--- src/design/qn_pkg.sv ---
// Shared types, widths and constants for the quaternion normaliser.
`timescale 1ns / 1ps
`default_nettype none

package qn_pkg;

  // Component format
  localparam int CW = 16;                  // component width
  localparam int FB = 12;                  // fraction bits
  localparam int NLANE = 4;                // x, y, z, w

  // Derived widths
  localparam int SUM_W  = 2 * CW + 1;      // exact sum of four squares
  localparam int ROOT_W = (SUM_W + 1) / 2; // floor(sqrt(sum)), also magnitude width
  localparam int RAD_W  = 2 * ROOT_W;      // radicand padded to whole digit pairs
  localparam int REM_W  = ROOT_W + 2;      // square-root partial remainder
  localparam int MAG_W  = ROOT_W;
  localparam int QUO_W  = FB + 1;          // |c| <= mag, so the quotient is at most 2^FB
  localparam int SAT_W  = ((QUO_W > CW) ? QUO_W : CW) + 1;

  // Saturation limits, zero-extended to SAT_W
  localparam logic [SAT_W-1:0] SAT_POS = {{(SAT_W-CW+1){1'b0}}, {(CW-1){1'b1}}};
  localparam logic [SAT_W-1:0] SAT_NEG = {{(SAT_W-CW){1'b0}}, 1'b1, {(CW-1){1'b0}}};

  // One input item
  typedef struct packed {
    logic signed [CW-1:0] comp_x;
    logic signed [CW-1:0] comp_y;
    logic signed [CW-1:0] comp_z;
    logic signed [CW-1:0] comp_w;
  } in_item_t;

  // One result item
  typedef struct packed {
    logic signed [CW-1:0] unit_x;
    logic signed [CW-1:0] unit_y;
    logic signed [CW-1:0] unit_z;
    logic signed [CW-1:0] unit_w;
    logic                 zero_magnitude;
  } out_item_t;

  // Per-lane sign and absolute value, carried alongside the magnitude pipeline
  typedef struct packed {
    logic [NLANE-1:0]         neg;
    logic [NLANE-1:0][CW-1:0] absv;
  } side_t;

endpackage

`default_nettype wire

--- src/design/qn_sumsq.sv ---
// Front end: absolute values, squares and the sum of squares, four stages.
`timescale 1ns / 1ps
`default_nettype none

module qn_sumsq (
  input  wire logic             clk,
  input  wire logic             rst_n,
  input  wire logic             in_vld,
  input  wire qn_pkg::in_item_t in_item,
  output logic                  sum_vld,
  output logic [qn_pkg::SUM_W-1:0] sum_val,
  output qn_pkg::side_t         sum_side
);
  import qn_pkg::*;

  logic [NLANE-1:0][CW-1:0] comp_v;
  side_t                    side_nxt;

  logic [3:0]               vld_r;
  side_t                    side1_r, side2_r, side3_r, side4_r;
  logic [NLANE-1:0][2*CW-1:0] sq_r;
  logic [1:0][SUM_W-1:0]    pair_r;
  logic [SUM_W-1:0]         sum_r;

  assign comp_v[0] = in_item.comp_x;
  assign comp_v[1] = in_item.comp_y;
  assign comp_v[2] = in_item.comp_z;
  assign comp_v[3] = in_item.comp_w;

  // Sign and magnitude of each component; the most negative value maps to 2^(CW-1)
  always_comb begin
    for (int l = 0; l < NLANE; l++) begin
      side_nxt.neg[l]  = comp_v[l][CW-1];
      side_nxt.absv[l] = comp_v[l][CW-1] ? (~comp_v[l] + 1'b1) : comp_v[l];
    end
  end

  // Valid chain
  always_ff @(posedge clk) begin
    if (!rst_n) begin
      vld_r <= '0;
    end else begin
      vld_r <= {vld_r[2:0], in_vld};
    end
  end

  // Datapath stages
  always_ff @(posedge clk) begin
    side1_r <= side_nxt;
    side2_r <= side1_r;
    for (int l = 0; l < NLANE; l++) begin
      sq_r[l] <= (2*CW)'(side1_r.absv[l]) * (2*CW)'(side1_r.absv[l]);
    end
    side3_r   <= side2_r;
    pair_r[0] <= SUM_W'(sq_r[0]) + SUM_W'(sq_r[1]);
    pair_r[1] <= SUM_W'(sq_r[2]) + SUM_W'(sq_r[3]);
    side4_r   <= side3_r;
    sum_r     <= pair_r[0] + pair_r[1];
  end

  assign sum_vld  = vld_r[3];
  assign sum_val  = sum_r;
  assign sum_side = side4_r;

endmodule

`default_nettype wire

--- config.mk ---
export PLATFORM = sky130hd
export DESIGN_NAME = qn_sumsq
export DESIGN_NICKNAME = d
export VERILOG_FILES = /design/src/design/qn_pkg.sv /design/src/design/qn_sumsq.sv
export SDC_FILE = /design/constraint.sdc
export NUM_CORES = 2
export LEC_CHECK = 0
export BUFFER_PORTS_ARGS = -buffer_cell sky130_fd_sc_hd__buf_2
export CAP_MARGIN = 20
export CORE_MARGIN = 2
export CORE_UTILIZATION = 52
export DETAILED_ROUTE_END_ITERATION = 6
export PLACE_DENSITY = 0.77
export SYNTH_ARGS = -nofsm -noshare
export SYNTH_HDL_FRONTEND = slang
export SYNTH_SLANG_ARGS = --single-unit
--- constraint.sdc ---
create_clock -name clk -period 7.05 [get_ports clk]
set_input_delay 1.0575 -clock clk [delete_from_list [all_inputs] [get_ports clk]]
set_output_delay 1.0575 -clock clk [all_outputs]
set_load 0.02 [all_outputs]
==> flow_summary.ini <==
[cts]
h-tree-depth = 2
clkTransAtPathRegs_ps = 60
cts_setup_buffers = 0
cts_root_buf = clkbuf_16
ctsHoldBuffers = 0
clk_latency_ps = 640
clockBufferDepth = 3
cts_tree = yes
cts_buffers = 53
cts_resized = 0
clock_sinks = 495

[floorplan]
core_mm2 = 0.0840
initial_core_util_pct = 52.7
rows = 106
ios = 169
dieArea_mm2 = 0.0874
fp.dieW_um = 296
die_height_um = 296

[setup_path]
required_ps = 7620
rrSetupSlack_ps = 370
path_max_fanout = 18
critPathLaunchType = flip-flop
crit_path_end = sq_r[125]
cp.arrival_ps = 7250
worstSetupEndpointType = flip-flop
critical_path_class = flip-flop to flip-flop
timing.rr.start = side1_r[50]
startpoint = side1_r[50]
r2r.worst_path.cells = 22
reg2reg_to = sq_r[125]

[grt]
grt_max_degree = 23
grt_pass1_wl_um = 157000
grt_use_total_pct = 22.3
grt_pass1_vias = 32400
antenna_found_initial = 1
grt-ovfl-total = 0

[synth]
yosysSeqAreaShare_pct = 22.4
synth_fp_nets = 5809
ys_seq_elements = 495
netlist.area_leader.share_pct = 29.5
synth_area_leaders = fa_1 (29%), dfxtp_1 (22%), ha_1 (14%)
syn_inst = 4593
synth_most_common_cell = inv_1
yosys_warnings = 0
ys_types = 70
syn_avg_cell_area_um2 = 9.63
ys_async_sr_fraction_pct = 0
netlist_area_mm2 = 0.0442
dominantRegCellSynth = dfxtp_1
ys_top_cells_by_count = inv_1 (1029), fa_1 (651), ha_1 (498)
synth_edf_count = 0
yosysTopAreaCell = fa_1

[finish]
drive_gt1_share_pct = 7.17
n_fill_cell = 7050
multi_input_area_mm2 = 0.0300
syn2layout_area_growth_pct = 9.38
final-seq-area_mm2 = 0.00991
fin_nets = 5969
fin_area_mm2 = 0.0484

[timing]
skew_ps = 27.0
worst_slew_pin_slew_ps = 877
drv_slew = 0
rsz0062_at_grt = no
fmaxAchievable_mhz = 150
min_period_ps = 6680
fin_tns_setup_ps = 0
maxSlewHeadroom_pct = 41.4
setup_viol = 0
hold_viol = 0
finalCritPeriodShare_pct = 94.7

[route]
routed_via_density = 5.15
drtAntennaViolNets = 0
drt_wl_total_um = 93600
wire_per_inst_um = 15.8
first_pass_iters = 6
vias = 30500
drt_iter0_markers = 1517
drc = 0

[place]
post-dp-hpwl_um = 76900
port_buffers = 168
dpl_cell_area_mm2 = 0.0464
place.gp.congestion = 0.912

[run_status]
status = finished clean

[job]
drv_cap = 0

[hold_path]
hold_path.class = flip-flop to flip-flop
-- per-stage QoR --
stage                     std cells  setup WS (ps)  hold slack [ps]  utilization, %
after detailed placement       5832            494              312            55.3
after global routing           5929           33.0              329            57.6
after CTS                      5929            456              314            57.6
after floorplan                4593            921              310               -
after global placement         5832            669              310            55.3
final                          5931            373              314            57.6
-- sequential cells by signal, summed over array words and instances, names as in the netlist --
signal / count
vld_r: 4
sq_r: 124
pair_r: 66
sum_val: 33
side2_r: 64
side3_r: 68
side1_r: 68
sum_side: 68
-- final cells by class --
| cell class | instances | area share (%) |
|---|---|---|
| antenna | 2 | 0.0103 |
| clock buffer | 63 | 2.94 |
| clock inverter | 34 | 1.08 |
| inverter | 1029 | 7.98 |
| multi-input combinational | 2959 | 62.1 |
| sequential | 495 | 20.5 |
| tap | 1134 | 2.93 |
| timing repair buffer | 215 | 2.47 |
-- layout by cell type (no fill, tap or decap), types with 20 or more instances in the layout --
master        n
a21o_1      128
a21oi_1     187
a31oi_1      20
and2_1      168
and3_1       23
buf_2       168
buf_4        47
clkbuf_16    53
dfxtp_1     495
fa_1        651
ha_1        498
inv_1      1029
nand2_1     397
nand2b_1     25
nand3_1      43
nand4_1      21
nor2_1      136
nor2b_1      34
nor3_1       23
o21ai_0     110
o21bai_1     26
xnor2_1     207
xor2_1       71
-- cells by family (layout without fill, tap and decap cells) --
group,after synthesis,after routing,share of synthesized area (%)
compound gates,607,607,8.82
buf+inv,1139,1341,9.67
flops,495,495,22.4
other cells,0,2,0
fa+ha+maj,1149,1149,43.6
xor+xnor,278,278,5.51
mux,5,5,0.124
simple gates,920,920,9.92
-- routing by layer --
layer / track usage, % / part of all wire (%) / vias to the layer above
met3: 2.84 / 4.9 / 176
met4: 7.37 / 3.2 / 2
met2: 39.8 / 50 / 738
li1: - / - / 14600
met1: 28.0 / 41 / 15000
met5: 0 / 0.014 / -
-- worst max-delay path, cell delays in order, from the launching register on --
cell,delay (ps)
dfxtp_1,840
inv_1,190
nor2_1,190
ha_1,280
xor2_1,190
fa_1,540
inv_1,60
fa_1,480
fa_1,510
fa_1,490
inv_1,50
fa_1,470
inv_1,40
ha_1,330
a21o_1,200
a21oi_1,330
nor3b_1,320
a211o_1,240
a21o_1,140
nand2_1,90
a221o_1,340
a21oi_1,180
xnor2_1,130
-- worst min path at each step --
| stage | start | endpoint | slack, ps | depth (start not counted) |
|---|---|---|---|---|
| after detailed placement | side3_r[31] | sum_side[31] | 310 | 0 |
| after CTS | side3_r[36] | sum_side[36] | 310 | 0 |
| after global routing | side3_r[64] | sum_side[64] | 330 | 0 |
| final | side3_r[34] | sum_side[34] | 310 | 0 |
| after global placement | side3_r[67] | sum_side[67] | 310 | 0 |
| after floorplan | side1_r[64] | side2_r[64] | 310 | 0 |
Power is not shown: default switching activity piles up to over one toggle a cycle in this logic, so the estimate is an artifact.
