### src/design/qn_pkg.sv
// Shared types, widths and constants for the quaternion normaliser.
`timescale 1ns / 1ps
`default_nettype none

package qn_pkg;

  // Component format
  localparam int CW = 16;                  // component width
  localparam int FB = 12;                  // fraction bits
  localparam int NLANE = 4;                // x, y, z, w

  // Derived widths
  localparam int SUM_W  = 2 * CW + 1;      // exact sum of four squares
  localparam int ROOT_W = (SUM_W + 1) / 2; // floor(sqrt(sum)), also magnitude width
  localparam int RAD_W  = 2 * ROOT_W;      // radicand padded to whole digit pairs
  localparam int REM_W  = ROOT_W + 2;      // square-root partial remainder
  localparam int MAG_W  = ROOT_W;
  localparam int QUO_W  = FB + 1;          // |c| <= mag, so the quotient is at most 2^FB
  localparam int SAT_W  = ((QUO_W > CW) ? QUO_W : CW) + 1;

  // Saturation limits, zero-extended to SAT_W
  localparam logic [SAT_W-1:0] SAT_POS = {{(SAT_W-CW+1){1'b0}}, {(CW-1){1'b1}}};
  localparam logic [SAT_W-1:0] SAT_NEG = {{(SAT_W-CW){1'b0}}, 1'b1, {(CW-1){1'b0}}};

  // One input item
  typedef struct packed {
    logic signed [CW-1:0] comp_x;
    logic signed [CW-1:0] comp_y;
    logic signed [CW-1:0] comp_z;
    logic signed [CW-1:0] comp_w;
  } in_item_t;

  // One result item
  typedef struct packed {
    logic signed [CW-1:0] unit_x;
    logic signed [CW-1:0] unit_y;
    logic signed [CW-1:0] unit_z;
    logic signed [CW-1:0] unit_w;
    logic                 zero_magnitude;
  } out_item_t;

  // Per-lane sign and absolute value, carried alongside the magnitude pipeline
  typedef struct packed {
    logic [NLANE-1:0]         neg;
    logic [NLANE-1:0][CW-1:0] absv;
  } side_t;

endpackage

`default_nettype wire

### src/design/qn_sqrt.sv
// Pipelined digit-by-digit integer square root, one root bit per stage.
`timescale 1ns / 1ps
`default_nettype none

module qn_sqrt (
  input  wire logic                    clk,
  input  wire logic                    rst_n,
  input  wire logic                    in_vld,
  input  wire logic [qn_pkg::SUM_W-1:0] in_sum,
  input  wire qn_pkg::side_t           in_side,
  output logic                         root_vld,
  output logic [qn_pkg::ROOT_W-1:0]    root_val,
  output qn_pkg::side_t                root_side
);
  import qn_pkg::*;

  logic [ROOT_W-1:0] vld_r;
  logic [ROOT_W-1:0] root_r [ROOT_W];
  side_t             side_r [ROOT_W];
  logic [REM_W-1:0]  rem_r  [ROOT_W-1];
  logic [RAD_W-1:0]  rad_r  [ROOT_W-1];

  for (genvar k = 0; k < ROOT_W; k++) begin : g_stage
    logic              vld_in;
    logic [REM_W-1:0]  rem_in;
    logic [ROOT_W-1:0] root_in;
    logic [RAD_W-1:0]  rad_in;
    side_t             side_in;
    logic [REM_W-1:0]  rsh;
    logic [REM_W-1:0]  trial;
    logic              take;
    logic [REM_W-1:0]  rem_nxt;
    logic [ROOT_W-1:0] root_nxt;

    // Stage inputs: the first stage starts from the sum with an empty root
    if (k == 0) begin : g_first
      assign vld_in  = in_vld;
      assign rem_in  = '0;
      assign root_in = '0;
      assign rad_in  = RAD_W'(in_sum);
      assign side_in = in_side;
    end else begin : g_next
      assign vld_in  = vld_r[k-1];
      assign rem_in  = rem_r[k-1];
      assign root_in = root_r[k-1];
      assign rad_in  = rad_r[k-1];
      assign side_in = side_r[k-1];
    end

    // Bring down two radicand bits and try root*4+1
    always_comb begin
      rsh      = {rem_in[REM_W-3:0], rad_in[RAD_W-1 -: 2]};
      trial    = {root_in, 2'b01};
      take     = (rsh >= trial);
      rem_nxt  = take ? (rsh - trial) : rsh;
      root_nxt = {root_in[ROOT_W-2:0], take};
    end

    always_ff @(posedge clk) begin
      if (!rst_n) begin
        vld_r[k] <= 1'b0;
      end else begin
        vld_r[k] <= vld_in;
      end
    end

    always_ff @(posedge clk) begin
      root_r[k] <= root_nxt;
      side_r[k] <= side_in;
    end

    // The last stage needs no remainder or radicand
    if (k < ROOT_W - 1) begin : g_rem
      always_ff @(posedge clk) begin
        rem_r[k] <= rem_nxt;
        rad_r[k] <= {rad_in[RAD_W-3:0], 2'b00};
      end
    end
  end

  assign root_vld  = vld_r[ROOT_W-1];
  assign root_val  = root_r[ROOT_W-1];
  assign root_side = side_r[ROOT_W-1];

endmodule

`default_nettype wire

### config.mk
export PLATFORM = sky130hd
export DESIGN_NAME = qn_sqrt
export DESIGN_NICKNAME = d
export VERILOG_FILES = /design/src/design/qn_pkg.sv /design/src/design/qn_sqrt.sv
export SDC_FILE = /design/constraint.sdc
export NUM_CORES = 2
export LEC_CHECK = 0
export ABC_AREA = 1
export BUFFER_PORTS_ARGS = -buffer_cell sky130_fd_sc_hd__buf_2
export CORE_AREA = 2 2 334 270
export DETAILED_ROUTE_END_ITERATION = 10
export DIE_AREA = 0 0 336 272
export PLACE_DENSITY = 0.8
export SYNTH_ARGS = -nofsm -noshare
export SYNTH_HDL_FRONTEND = slang
export SYNTH_SLANG_ARGS = --single-unit
### constraint.sdc
create_clock -name clk -period 1.9 [get_ports clk]
set_input_delay 0.38 -clock clk [delete_from_list [all_inputs] [get_ports clk]]
set_output_delay 0.38 -clock clk [all_outputs]
set_load 0.02 [all_outputs]
==> run metrics <==
time the worst path needs with I/O delays and setup roughly 1.9 ns; transition time at the pin with the least slew margin about 0.56 ns; post-synthesis sequential element count 1,848; worst reg2reg path depth 10; most heavily used metal layer in global routing met2; signal arrival time at the worst endpoint approximately 2.5 ns; Overall Global Routing Usage about a quarter; FF+latch area 0.0371 mm^2; Core Rows 98; Worst path slowest cell sky130_fd_sc_hd__dfxtp_2; weighted congestion at the end of routability-driven global placement 0.896; final routed DRC violation total 0; via total after detailed routing 33,264; post-synth net total ~5,200; total number of yosys warnings 0; clock network latency to the later pin of the worst-skew pair 0.77 ns; NumNets Final ~6,000; Inserted Diodes 0; GR met2 Demand/Resource roughly two fifths; CP Launch Type flop; largest delay contributor family on the critical path simple AND/OR/NAND/NOR gates; Antenna Nets Post-Route 0; met3 track demand over resource 4.15%; number of hold-slack violations in the final timing report 0; starting density of the core about three fifths; total power divided by cell area about 1500 mW/mm^2; Crit Path Max Fanout 5; global-route wire length before repair between 150 and 200 mm; type of the worst setup path reg -> reg; delay of the slowest cell on the worst path roughly 0.34 ns; share of the core filled with cells about three quarters; ordered cell list for the critical path inv_1 > ha_4 > nand2_2 > nor2_2 > inv_1 > nor2_4 > nand3_4 > clkbuf_16 > nand4_1 > nand2_1; area of the multi-input gates 0.0144 mm^2; clock transition time at the flip-flop clock pins of the worst setup and hold paths about 0.070 ns; maximum vdd ir drop roughly 1.2 mV; Gate Count Post-Synth around 5,000; Slew headroom 62.7%; Detailed Routing Iterations Pass 1 6; die outline area between 0.09 and 0.1 mm^2; highest achievable clock rate 527 MHz; overall die height 272 um; reported leakage power around 32 nW; synth-to-layout area growth 25.7%; initial antenna violation count 1; final worst-path cycle share about 100%; most frequent CP cell sky130_fd_sc_hd__inv_1; Clock Tree Buf Depth 3; share of final-layout standard cells stronger than drive strength 1 between 20% and 30%; ratio of routed vias to standard cells 4.73; CP bufs+invs 3; wire length after detailed routing 112 mm; worst min-delay path category in -> reg; max-slew violation count 0; Initial DRC Count between 2,000 and 2,500; endpoints failing setup 0; required time of the critical path approximately 2.5 ns; pin count of the biggest net entering global routing 19; Num Clock Sinks between 1,500 and 2,000; Max H-tree Level 4; unrepaired setup endpoints after global routing true; CP Depth 10; cell at the root of the clock tree sky130_fd_sc_hd__clkbuf_16; count of maximum capacitance violations 0; Inserted Clock Buffers 156; Critical Path Sink Type flop; number of distinct library cells after synthesis between 40 and 50; Avg Inst Size Synth 10.6 um^2; vias in the first global route ~33,000; result of the run completed; met1 global-route usage just under 30%; clock tree from TritonCTS done; Layout fillers about 5,700; post-synthesis instance area between 0.05 and 0.06 mm^2; die width between 300 and 400 um; count of pins on the block boundary 190; final routed wire length divided by cell count 15.9 um; worst setup skew after layout about 0.059 ns; gr ovfl total 0; register area share after synthesis between 70% and 80%; count of cells along the worst hold path 2; post-DP HPWL 67.6 mm; total of buffers placed on input and output ports roughly 190; core area 0.0884 mm^2; worst hold slack after final layout 0.231 ns
[cell type report]
cell class / count / share of cell area [%]
Sequential cell: 1848 / 56.4
Clock buffer: 228 / 6.88
Multi-Input combinational cell: 2391 / 21.9
Timing Repair Buffer: 616 / 7.24
Tap cell: 1200 / 2.28
Clock inverter: 60 / 1.38
Inverter: 689 / 3.94
[cells by family (layout without fill, tap and decap cells)]
| logic type | Yosys count | count (layout) | synth area share, % |
|---|---|---|---|
| compound gates | 221 | 221 | 2.23 |
| xor+xnor | 98 | 98 | 1.64 |
| fa+ha+maj | 170 | 170 | 4.06 |
| buf+inv | 727 | 1593 | 5.51 |
| flops | 1848 | 1848 | 70.7 |
| other cells | 1 | 1 | 0.00716 |
| simple gates | 1889 | 1901 | 15.9 |
[flip-flops by register name, indices dropped and copies added, names as in the netlist]
signal	count
g_stage.vld_in	16
root_vld	1
side_r	1156
root_r	153
rem_r	250
rad_r	272
[what timing repair did]
item / CTS / global route
cloned: 5 / 15
hold buffers: 104 / 0
pin swaps: 14 / 90
endpoints found under the setup margin: 143 / 232
resized for setup: 75 / 342
buffers inserted: 16 / 41
hold endpoints to repair: 117 / 0
[layer usage]
layer	up-vias	part of all wire, %	wire, um
li1	16771	-	-
met1	15367	42	47100
met2	887	50	55700
met3	237	5.1	5720
met4	2	2.7	3010
met5	-	0.012	13
[where the power goes]
part	leakage, nW	switching, mW	internal, mW	total [mW]
clock	2.64	14.5	18.4	32.9
sequential	15.5	2.75	42.7	45.5
combinational	13.5	10.0	7.57	17.6
[cell usage in the layout (no fill, tap or decap), types with 20 or more instances in the layout]
master	count
sky130_fd_sc_hd__buf_2	189
sky130_fd_sc_hd__nor2_1	168
sky130_fd_sc_hd__ha_4	86
sky130_fd_sc_hd__inv_1	659
sky130_fd_sc_hd__dfxtp_1	1781
sky130_fd_sc_hd__nand3_1	176
sky130_fd_sc_hd__nor2_4	29
sky130_fd_sc_hd__nand4_1	89
sky130_fd_sc_hd__clkinv_2	25
sky130_fd_sc_hd__dfxtp_2	63
sky130_fd_sc_hd__nor2_2	36
sky130_fd_sc_hd__o21ai_1	23
sky130_fd_sc_hd__clkbuf_1	38
sky130_fd_sc_hd__nor3_1	29
sky130_fd_sc_hd__nand3_4	20
sky130_fd_sc_hd__a21oi_1	108
sky130_fd_sc_hd__buf_4	291
sky130_fd_sc_hd__xnor2_1	29
sky130_fd_sc_hd__ha_1	79
sky130_fd_sc_hd__nand3b_1	29
sky130_fd_sc_hd__clkbuf_8	33
sky130_fd_sc_hd__nand2_1	1161
sky130_fd_sc_hd__clkbuf_16	165
sky130_fd_sc_hd__dlygate4sd3_1	104
sky130_fd_sc_hd__xor2_1	68
sky130_fd_sc_hd__inv_2	27
sky130_fd_sc_hd__nand2_2	95
sky130_fd_sc_hd__o21ai_0	48
[worst paths after layout]
check                   end  slack, ns           start
min           side_r[0][31]       0.23     in_side[31]
min reg2reg  side_r[0][182]       0.29  side_r[0][114]
max reg2reg   rem_r[1][102]     0.0008  root_r[0][207]
max           rem_r[1][102]     0.0008  root_r[0][207]
[worst register-to-register path, cell delays in order, from the launching register on]
cell                        delay (ns)
sky130_fd_sc_hd__dfxtp_2          0.34
sky130_fd_sc_hd__inv_1            0.08
sky130_fd_sc_hd__ha_4             0.30
sky130_fd_sc_hd__nand2_2          0.08
sky130_fd_sc_hd__nor2_2           0.13
sky130_fd_sc_hd__inv_1            0.09
sky130_fd_sc_hd__nor2_4           0.19
sky130_fd_sc_hd__nand3_4          0.20
sky130_fd_sc_hd__clkbuf_16        0.23
sky130_fd_sc_hd__nand4_1          0.09
sky130_fd_sc_hd__nand2_1          0.07
[synthesized netlist by cell type (all sizes together)]
library cell | number | area (um^2)
o21bai | 6 | 45.0
a31oi | 1 | 6.26
nor3 | 44 | 272
clkbuf | 6 | 25.0
a21oi | 127 | 651
and3 | 1 | 11.3
a21o | 1 | 7.51
or2 | 12 | 75.1
o21a | 1 | 7.51
nor4 | 2 | 18.8
nand3 | 203 | 1140
buf | 32 | 273
xnor2 | 29 | 254
xor2 | 69 | 604
nand3b | 29 | 218
conb | 1 | 3.75
o21ai | 80 | 412
nand2 | 1268 | 4930
ha | 170 | 2130
and2 | 6 | 40.0
nor2 | 233 | 1010
dfxtp | 1848 | 37000
nand4 | 91 | 591
o2111ai | 2 | 17.5
inv | 689 | 2590
a211oi | 2 | 15.0
o211ai | 1 | 7.51
[metrics by stage]
step	area, um^2	cells	total power [mW]	TNS (ns)	setup slack, ns
2_1_floorplan	52300	4954	55.1	0	0.205
3_3_place_gp	56500	6564	60.2	-4.49	-0.206
3_5_place_dp	56500	6564	60.6	-4.69	-0.175
4_1_cts	63600	6977	94.1	-0.0303	-0.0141
5_1_grt	65800	7032	100	-2.33	-0.101
6_report	65800	7032	96.0	0	0.000768
Power figures use the tool's default switching activity.
