$ cat src/design/qn_pkg.sv
// Shared types, widths and constants for the quaternion normaliser.
`timescale 1ns / 1ps
`default_nettype none

package qn_pkg;

  // Component format
  localparam int CW = 16;                  // component width
  localparam int FB = 12;                  // fraction bits
  localparam int NLANE = 4;                // x, y, z, w

  // Derived widths
  localparam int SUM_W  = 2 * CW + 1;      // exact sum of four squares
  localparam int ROOT_W = (SUM_W + 1) / 2; // floor(sqrt(sum)), also magnitude width
  localparam int RAD_W  = 2 * ROOT_W;      // radicand padded to whole digit pairs
  localparam int REM_W  = ROOT_W + 2;      // square-root partial remainder
  localparam int MAG_W  = ROOT_W;
  localparam int QUO_W  = FB + 1;          // |c| <= mag, so the quotient is at most 2^FB
  localparam int SAT_W  = ((QUO_W > CW) ? QUO_W : CW) + 1;

  // Saturation limits, zero-extended to SAT_W
  localparam logic [SAT_W-1:0] SAT_POS = {{(SAT_W-CW+1){1'b0}}, {(CW-1){1'b1}}};
  localparam logic [SAT_W-1:0] SAT_NEG = {{(SAT_W-CW){1'b0}}, 1'b1, {(CW-1){1'b0}}};

  // One input item
  typedef struct packed {
    logic signed [CW-1:0] comp_x;
    logic signed [CW-1:0] comp_y;
    logic signed [CW-1:0] comp_z;
    logic signed [CW-1:0] comp_w;
  } in_item_t;

  // One result item
  typedef struct packed {
    logic signed [CW-1:0] unit_x;
    logic signed [CW-1:0] unit_y;
    logic signed [CW-1:0] unit_z;
    logic signed [CW-1:0] unit_w;
    logic                 zero_magnitude;
  } out_item_t;

  // Per-lane sign and absolute value, carried alongside the magnitude pipeline
  typedef struct packed {
    logic [NLANE-1:0]         neg;
    logic [NLANE-1:0][CW-1:0] absv;
  } side_t;

endpackage

`default_nettype wire

$ cat src/design/qn_div.sv
// Pipelined restoring divider, four lanes sharing one divisor, one quotient bit per stage.
`timescale 1ns / 1ps
`default_nettype none

module qn_div (
  input  wire logic                   clk,
  input  wire logic                   rst_n,
  input  wire logic                   in_vld,
  input  wire logic [qn_pkg::MAG_W-1:0] in_mag,
  input  wire qn_pkg::side_t          in_side,
  output logic                        quo_vld,
  output logic                        quo_zero,
  output logic [qn_pkg::NLANE-1:0]    quo_neg,
  output logic [qn_pkg::NLANE-1:0][qn_pkg::QUO_W-1:0] quo_val
);
  import qn_pkg::*;

  // Each lane forms (|c| << FB) / mag. Since |c| <= mag the quotient fits
  // in FB+1 bits, so the division starts with |c| >> 1 as the remainder.
  logic [QUO_W-1:0]             vld_r;
  logic                         zero_r [QUO_W];
  logic [NLANE-1:0]             neg_r  [QUO_W];
  logic [MAG_W-1:0]             mag_r  [QUO_W-1];
  logic [NLANE-1:0][QUO_W-1:0]  quo_r  [QUO_W];
  logic [NLANE-1:0][MAG_W-1:0]  rem_r  [QUO_W-1];
  logic [NLANE-1:0][QUO_W-1:0]  dvd_r  [QUO_W-1];

  for (genvar k = 0; k < QUO_W; k++) begin : g_stage
    logic                        vld_in;
    logic                        zero_in;
    logic [NLANE-1:0]            neg_in;
    logic [MAG_W-1:0]            mag_in;
    logic [NLANE-1:0][QUO_W-1:0] quo_in;
    logic [NLANE-1:0][MAG_W-1:0] rem_in;
    logic [NLANE-1:0][QUO_W-1:0] dvd_in;
    logic [NLANE-1:0][QUO_W-1:0] quo_nxt;
    logic [NLANE-1:0][MAG_W-1:0] rem_nxt;

    // Stage inputs
    if (k == 0) begin : g_first
      assign vld_in  = in_vld;
      assign zero_in = (in_mag == '0);
      assign neg_in  = in_side.neg;
      assign mag_in  = in_mag;
      assign quo_in  = '0;
      for (genvar l = 0; l < NLANE; l++) begin : g_lane
        assign rem_in[l] = MAG_W'(in_side.absv[l][CW-1:1]);
        assign dvd_in[l] = {in_side.absv[l][0], {FB{1'b0}}};
      end
    end else begin : g_next
      assign vld_in  = vld_r[k-1];
      assign zero_in = zero_r[k-1];
      assign neg_in  = neg_r[k-1];
      assign mag_in  = mag_r[k-1];
      assign quo_in  = quo_r[k-1];
      assign rem_in  = rem_r[k-1];
      assign dvd_in  = dvd_r[k-1];
    end

    // Shift in the next dividend bit and subtract the divisor where it fits
    always_comb begin
      logic [MAG_W:0] rsh;
      logic [MAG_W:0] dif;
      logic           ge;
      for (int l = 0; l < NLANE; l++) begin
        rsh        = {rem_in[l], dvd_in[l][QUO_W-1]};
        dif        = rsh - {1'b0, mag_in};
        ge         = (rsh >= {1'b0, mag_in});
        rem_nxt[l] = ge ? dif[MAG_W-1:0] : rsh[MAG_W-1:0];
        quo_nxt[l] = {quo_in[l][QUO_W-2:0], ge};
      end
    end

    always_ff @(posedge clk) begin
      if (!rst_n) begin
        vld_r[k] <= 1'b0;
      end else begin
        vld_r[k] <= vld_in;
      end
    end

    always_ff @(posedge clk) begin
      zero_r[k] <= zero_in;
      neg_r[k]  <= neg_in;
      quo_r[k]  <= quo_nxt;
    end

    // Divisor, remainder and dividend are not needed past the last stage
    if (k < QUO_W - 1) begin : g_rem
      always_ff @(posedge clk) begin
        mag_r[k] <= mag_in;
        rem_r[k] <= rem_nxt;
        for (int l = 0; l < NLANE; l++) begin
          dvd_r[k][l] <= {dvd_in[l][QUO_W-2:0], 1'b0};
        end
      end
    end
  end

  assign quo_vld  = vld_r[QUO_W-1];
  assign quo_zero = zero_r[QUO_W-1];
  assign quo_neg  = neg_r[QUO_W-1];
  assign quo_val  = quo_r[QUO_W-1];

endmodule

`default_nettype wire

$ cat config.mk
export PLATFORM = sky130hd
export DESIGN_NAME = qn_div
export DESIGN_NICKNAME = d
export VERILOG_FILES = /design/src/design/qn_pkg.sv /design/src/design/qn_div.sv
export SDC_FILE = /design/constraint.sdc
export NUM_CORES = 2
export LEC_CHECK = 0
export BUFFER_PORTS_ARGS = -buffer_cell sky130_fd_sc_hd__buf_2
export CORE_AREA = 4 4 398 400
export DETAILED_ROUTE_END_ITERATION = 16
export DIE_AREA = 0 0 402 404
export GPL_ROUTABILITY_DRIVEN = 0
export GPL_TIMING_DRIVEN = 0
export PLACE_DENSITY = 0.63
export SLEW_MARGIN = 10
export SYNTH_ARGS = -nofsm -noshare
export SYNTH_HDL_FRONTEND = slang
export SYNTH_SLANG_ARGS = --single-unit
$ cat constraint.sdc
create_clock -name clk -period 3.54 [get_ports clk]
set_input_delay 0.177 -clock clk [delete_from_list [all_inputs] [get_ports clk]]
set_output_delay 0.177 -clock clk [all_outputs]
set_load 0.01 [all_outputs]
==> results.txt <==
The run finished with clean final reports. The number of antenna violations at the first check in global routing came to 5. Entering global routing, the biggest net connects 17 pins. The floorplan step defined a die boundary enclosing 162000 um2. In the global route stage, overall resource usage came out at 26.9%.

The worst setup slack after placement came out at -229 ps. The part of the total power dissipated in combinational logic is 51.0%. The initial utilization of the core area, before any placement, comes to 49.6%. The number of global-route vias before repair came out at 60200.

Per report_power, the sequential group accounts for 30.1% of the total. The arrival time of data at the critical path endpoint came out at 4150 ps. The max-cap violation count came out at 0. The synthesized design spends more area on one cell type than any other, namely dfxtp_1.

After detailed routing, the number of remaining DRC violations is 0. For this run, the number of standard cells in the final layout without fillers is 10900. In this run the most critical hold path is launched from in_mag[14].

The CTS root buffer is clkbuf_16. The startpoint kind of the worst setup timing path is a primary input. The synthesized netlist devotes 15.5% of its cell area to adder and majority cells. By area the synthesized netlist is led by dfxtp_1 38%, ha_1 14%, mux2_2 4.7%, o21ai_0 3.8%, a21oi_1 3.7%. The stage delay of the slowest cell on the critical path is 590 ps. The via count of the routed design is 62700.

The setup skew after layout came out at 44.6 ps. The number of distinct library cells after synthesis came out at 96. The number of vias per cell came out at 5.75. The main combinational cell family by area after synthesis is compound AO/OA/AOI/OAI gates. Traced cell by cell, the critical path runs through dlygate4sd3_1 > buf_2 > inv_1 > ha_1 > a21oi_1 > o21ai_0 > or3_1 > o2111ai_1 > a31o_2 > a21oi_1 > buf_2 > a31o_2 > dlygate4sd3_1.

The power per cell area came out at 1050 nW/um2. The core region area is 155000 um2. Of the synthesized area, sequential elements account for 38.0%. The final wirelength is 227000 um.

In the final layout, the share of cells above drive strength 1 is 10.6%. The count of input and output buffers came out at 145. The normalized max-slew margin came out at 30.1%. The cell total after placement came out at 10500.

The average size of a mapped cell came out at 9.29 um2. The master of the slowest instance on the critical path is dlygate4sd3_1. Counting along the longest clock path gives a buffer depth of 3.

TritonCTS built the clock tree. The number of buffers and inverters on the critical path is 5. The switching power share of the total is 40.8%. Setup violations remaining at the end of the flow were counted as 0. The post-detailed-route count of antenna-violating nets is 0. The final period utilization is 98.2%. VDD sags by at most 0.000615 V. The violation count after the first detailed-routing iteration is 4565.

In this run the worst hold path is classified as primary input to flip-flop. The I/O pin total came out at 146. The number of sinks handled by clock tree synthesis is 1462. The vertical extent of the die came out at 404 um. The cell-internal power came out at 0.0541 W. The cell family contributing the most delay on the critical path is buffers and inverters.

The achievable clock frequency came out at 288 MHz. Row generation in the floorplan step produced 145 rows. During synthesis, Yosys emitted a total of 0 warnings.

The post-synthesis sequential element count came out at 1462. The number of flops mapped to enable cells by yosys came out at 0. The critical path starts at in_mag[8].

The met2 track utilization from global routing came out at 45.1%. The fraction of synthesized cell area taken by the top area cell type came out at 38.0%. In the final routed layout, each cell accounts on average for 20.8 um. The fraction of met1 tracks used by global routing came out at 32.6%. The analysis attributes to net switching a power of 0.0372 W. Global routing finished with a remaining overflow of 0. The final max-slew violation count is 0. Among all flip-flop cells after synthesis, the most frequent one is dfxtp_1. After Yosys synthesis, and, or, nand and nor cells account for 13.6% of the synthesized area. The post-synthesis mux area share is 5.19%.

Setup repair after global routing left no endpoint under its margin. The layout-stage area growth over the synthesis result came out at 13.1%. The detailed-router iteration count before antenna repair is 6. The insertion delay to the later sink of the worst-skew pair is 810 ps. The clock share of power came out at 18.9%. The share of flip-flops with an asynchronous set or reset after synthesis is 0%. The parity-gate share of the synthesized area counting xor and xnor cells is 6.50%. The total clock buffers created by CTS is 157. Setup slack on the critical path of the routed design comes to 64.9 ps. The number of instances in the synthesized netlist came out at 8300.

The wire length of the first global-routing pass came out at 342000 um. Measured along the x axis, the die boundary spans 402 um. The cell area after technology mapping is 77100 um2. The highest-utilization routing layer at the global route stage is met2. The area fraction in compound gates after synthesis is 18.4%. The net count of the finished layout is 9726. The critical path endpoint category is a flip-flop. The leakage power total is 38.8 nW. The clock edge transition at the registers on the reported setup and hold paths is 60 ps. The worst setup path category is primary input to flip-flop. The minimum clock period after layout is 3480 ps.

The data required time at the worst endpoint came out at 4220 ps. The worst-margin pin slew came out at 1040 ps. The hold violation total from the final report is 0. In this run the number of H-tree levels came out at 4. The post-synthesis net count came out at 9312. In the global route stage, met3 resource usage came out at 4.01%.

The worst register-to-register path begins at mag_r[1][19]. The detailed-placement wirelength estimate is 180000 um. Along the worst path, the maximum fanout reaches 10.
worst register-to-register path, delay by kind of cell (launching register included):
family	cells	cell delay, ps
and+or+nand+nor	2	290
adders and majority gates	1	420
buffers and inverters	2	690
DFF	1	400
AOI/OAI and AO/OA	6	1490
metrics by stage:
step | total power, W | hold WS (ps) | utilization [%] | cell area (um2) | TNS (ps)
6_report | 0.0913 | 52.1 | 56.2 | 87200 | 0
5_1_grt | 0.0976 | 15.7 | 56.2 | 87200 | 0
4_1_cts | 0.0908 | 0.318 | 56.0 | 87000 | 0
3_5_place_dp | 0.0729 | 281 | 51.8 | 80400 | -4570
3_3_place_gp | 0.0722 | 279 | 51.8 | 80400 | -3650
2_1_floorplan | 0.0603 | 205 | - | 77100 | 0
power groups by stage:
stage	clock (W)	sequential [W]	combinational, W
finish	0.0173	0.0275	0.0465
global route	0.0183	0.0280	0.0512
CTS	0.0177	0.0275	0.0457
detailed placement	0	0.0278	0.0451
global placement	0	0.0277	0.0445
floorplan	0	0.0257	0.0346
cells by family (layout without fill, tap and decap cells):
kind of cell,after synthesis,after routing
AOI/OAI and AO/OA,2232,2232
and+or+nand+nor,2181,2181
DFF,1462,1462
adders and majority gates,924,924
buffers and inverters,573,1112
xor gates and xnor gates,572,572
muxes,356,356
other,0,4
worst paths after layout:
kind | to | slack, ps | cells after the start
setup / recovery | rem_r[0][3] | 60 | 13
hold / removal | mag_r[0][14] | 50 | 2
setup reg to reg | rem_r[1][186] | 130 | 11
hold reg to reg | quo_r[1][209] | 300 | 0
routing by layer:
layer	up-vias	share of wire, %
met5	-	0
met4	0	7.1
met3	619	5.7
met2	2177	46
met1	29300	41
li1	30600	-
final cells by class:
type,instances,area (um2)
Fill cell,13900,68100
Multi-Input combinational cell,6265,45700
Sequential cell,1462,29300
Clock buffer,211,4480
Tap cell,2058,2570
Timing Repair Buffer,255,1800
Inverter,433,1630
Clock inverter,73,1080
Buffer,140,653
Antenna cell,4,10.0
placed cells by master, fill, tap and decap left out, types with 32 or more instances in the layout:
master,synthesis,final
nor3_1,169,168
or3_1,64,64
a21boi_0,44,44
nand2b_1,127,127
o21a_1,137,137
mux2_2,320,320
dfxtp_1,1462,1446
a21oi_1,568,567
o31a_1,32,32
nand2_1,573,573
o21bai_1,34,34
a31oi_1,96,96
ha_1,876,875
o21ai_0,593,590
buf_2,31,172
dlygate4sd3_1,0,100
nor2_1,631,631
a21o_1,270,270
o31ai_1,62,59
xor2_1,254,254
nor2b_1,146,146
inv_1,431,431
clkbuf_1,100,103
nand4_1,94,94
and2_1,47,47
a211oi_1,80,79
xnor2_1,318,318
nand3_1,127,127
and3_1,56,56
fa_1,48,48
or2_2,47,47
o211ai_1,55,55
clkbuf_16,0,163
repair_timing:
action | CTS | global route
resized for setup | 15 | 75
hold endpoints to repair | 103 | 0
hold buffers | 100 | 0
setup buffers | 0 | 10
pin swaps | 0 | 1
setup endpoints to repair | 59 | 245
gates cloned | 0 | 0
Yosys cell counts, types with 32 or more instances:
library cell,number
nor3_1,169
o31a_1,32
fa_1,48
nand2_1,573
o211ai_1,55
xnor2_1,318
ha_1,876
nor2b_1,146
a21o_1,270
clkbuf_1,100
a31oi_1,96
nor2_1,631
o31ai_1,62
nand4_1,94
inv_1,431
or2_2,47
dfxtp_1,1462
or3_1,64
mux2_2,320
a21oi_1,568
and3_1,56
a211oi_1,80
a21boi_0,44
and2_1,47
xor2_1,254
nand3_1,127
nand2b_1,127
o21a_1,137
o21ai_0,593
o21bai_1,34
registers in the layout (all words and copies together) (netlist names):
signal / count
zero_r: 13
g_stage.vld_in: 12
quo_vld: 1
neg_r: 52
quo_r: 364
rem_r: 816
mag_r: 204
No activity file was read; power rests on OpenSTA's default activity.
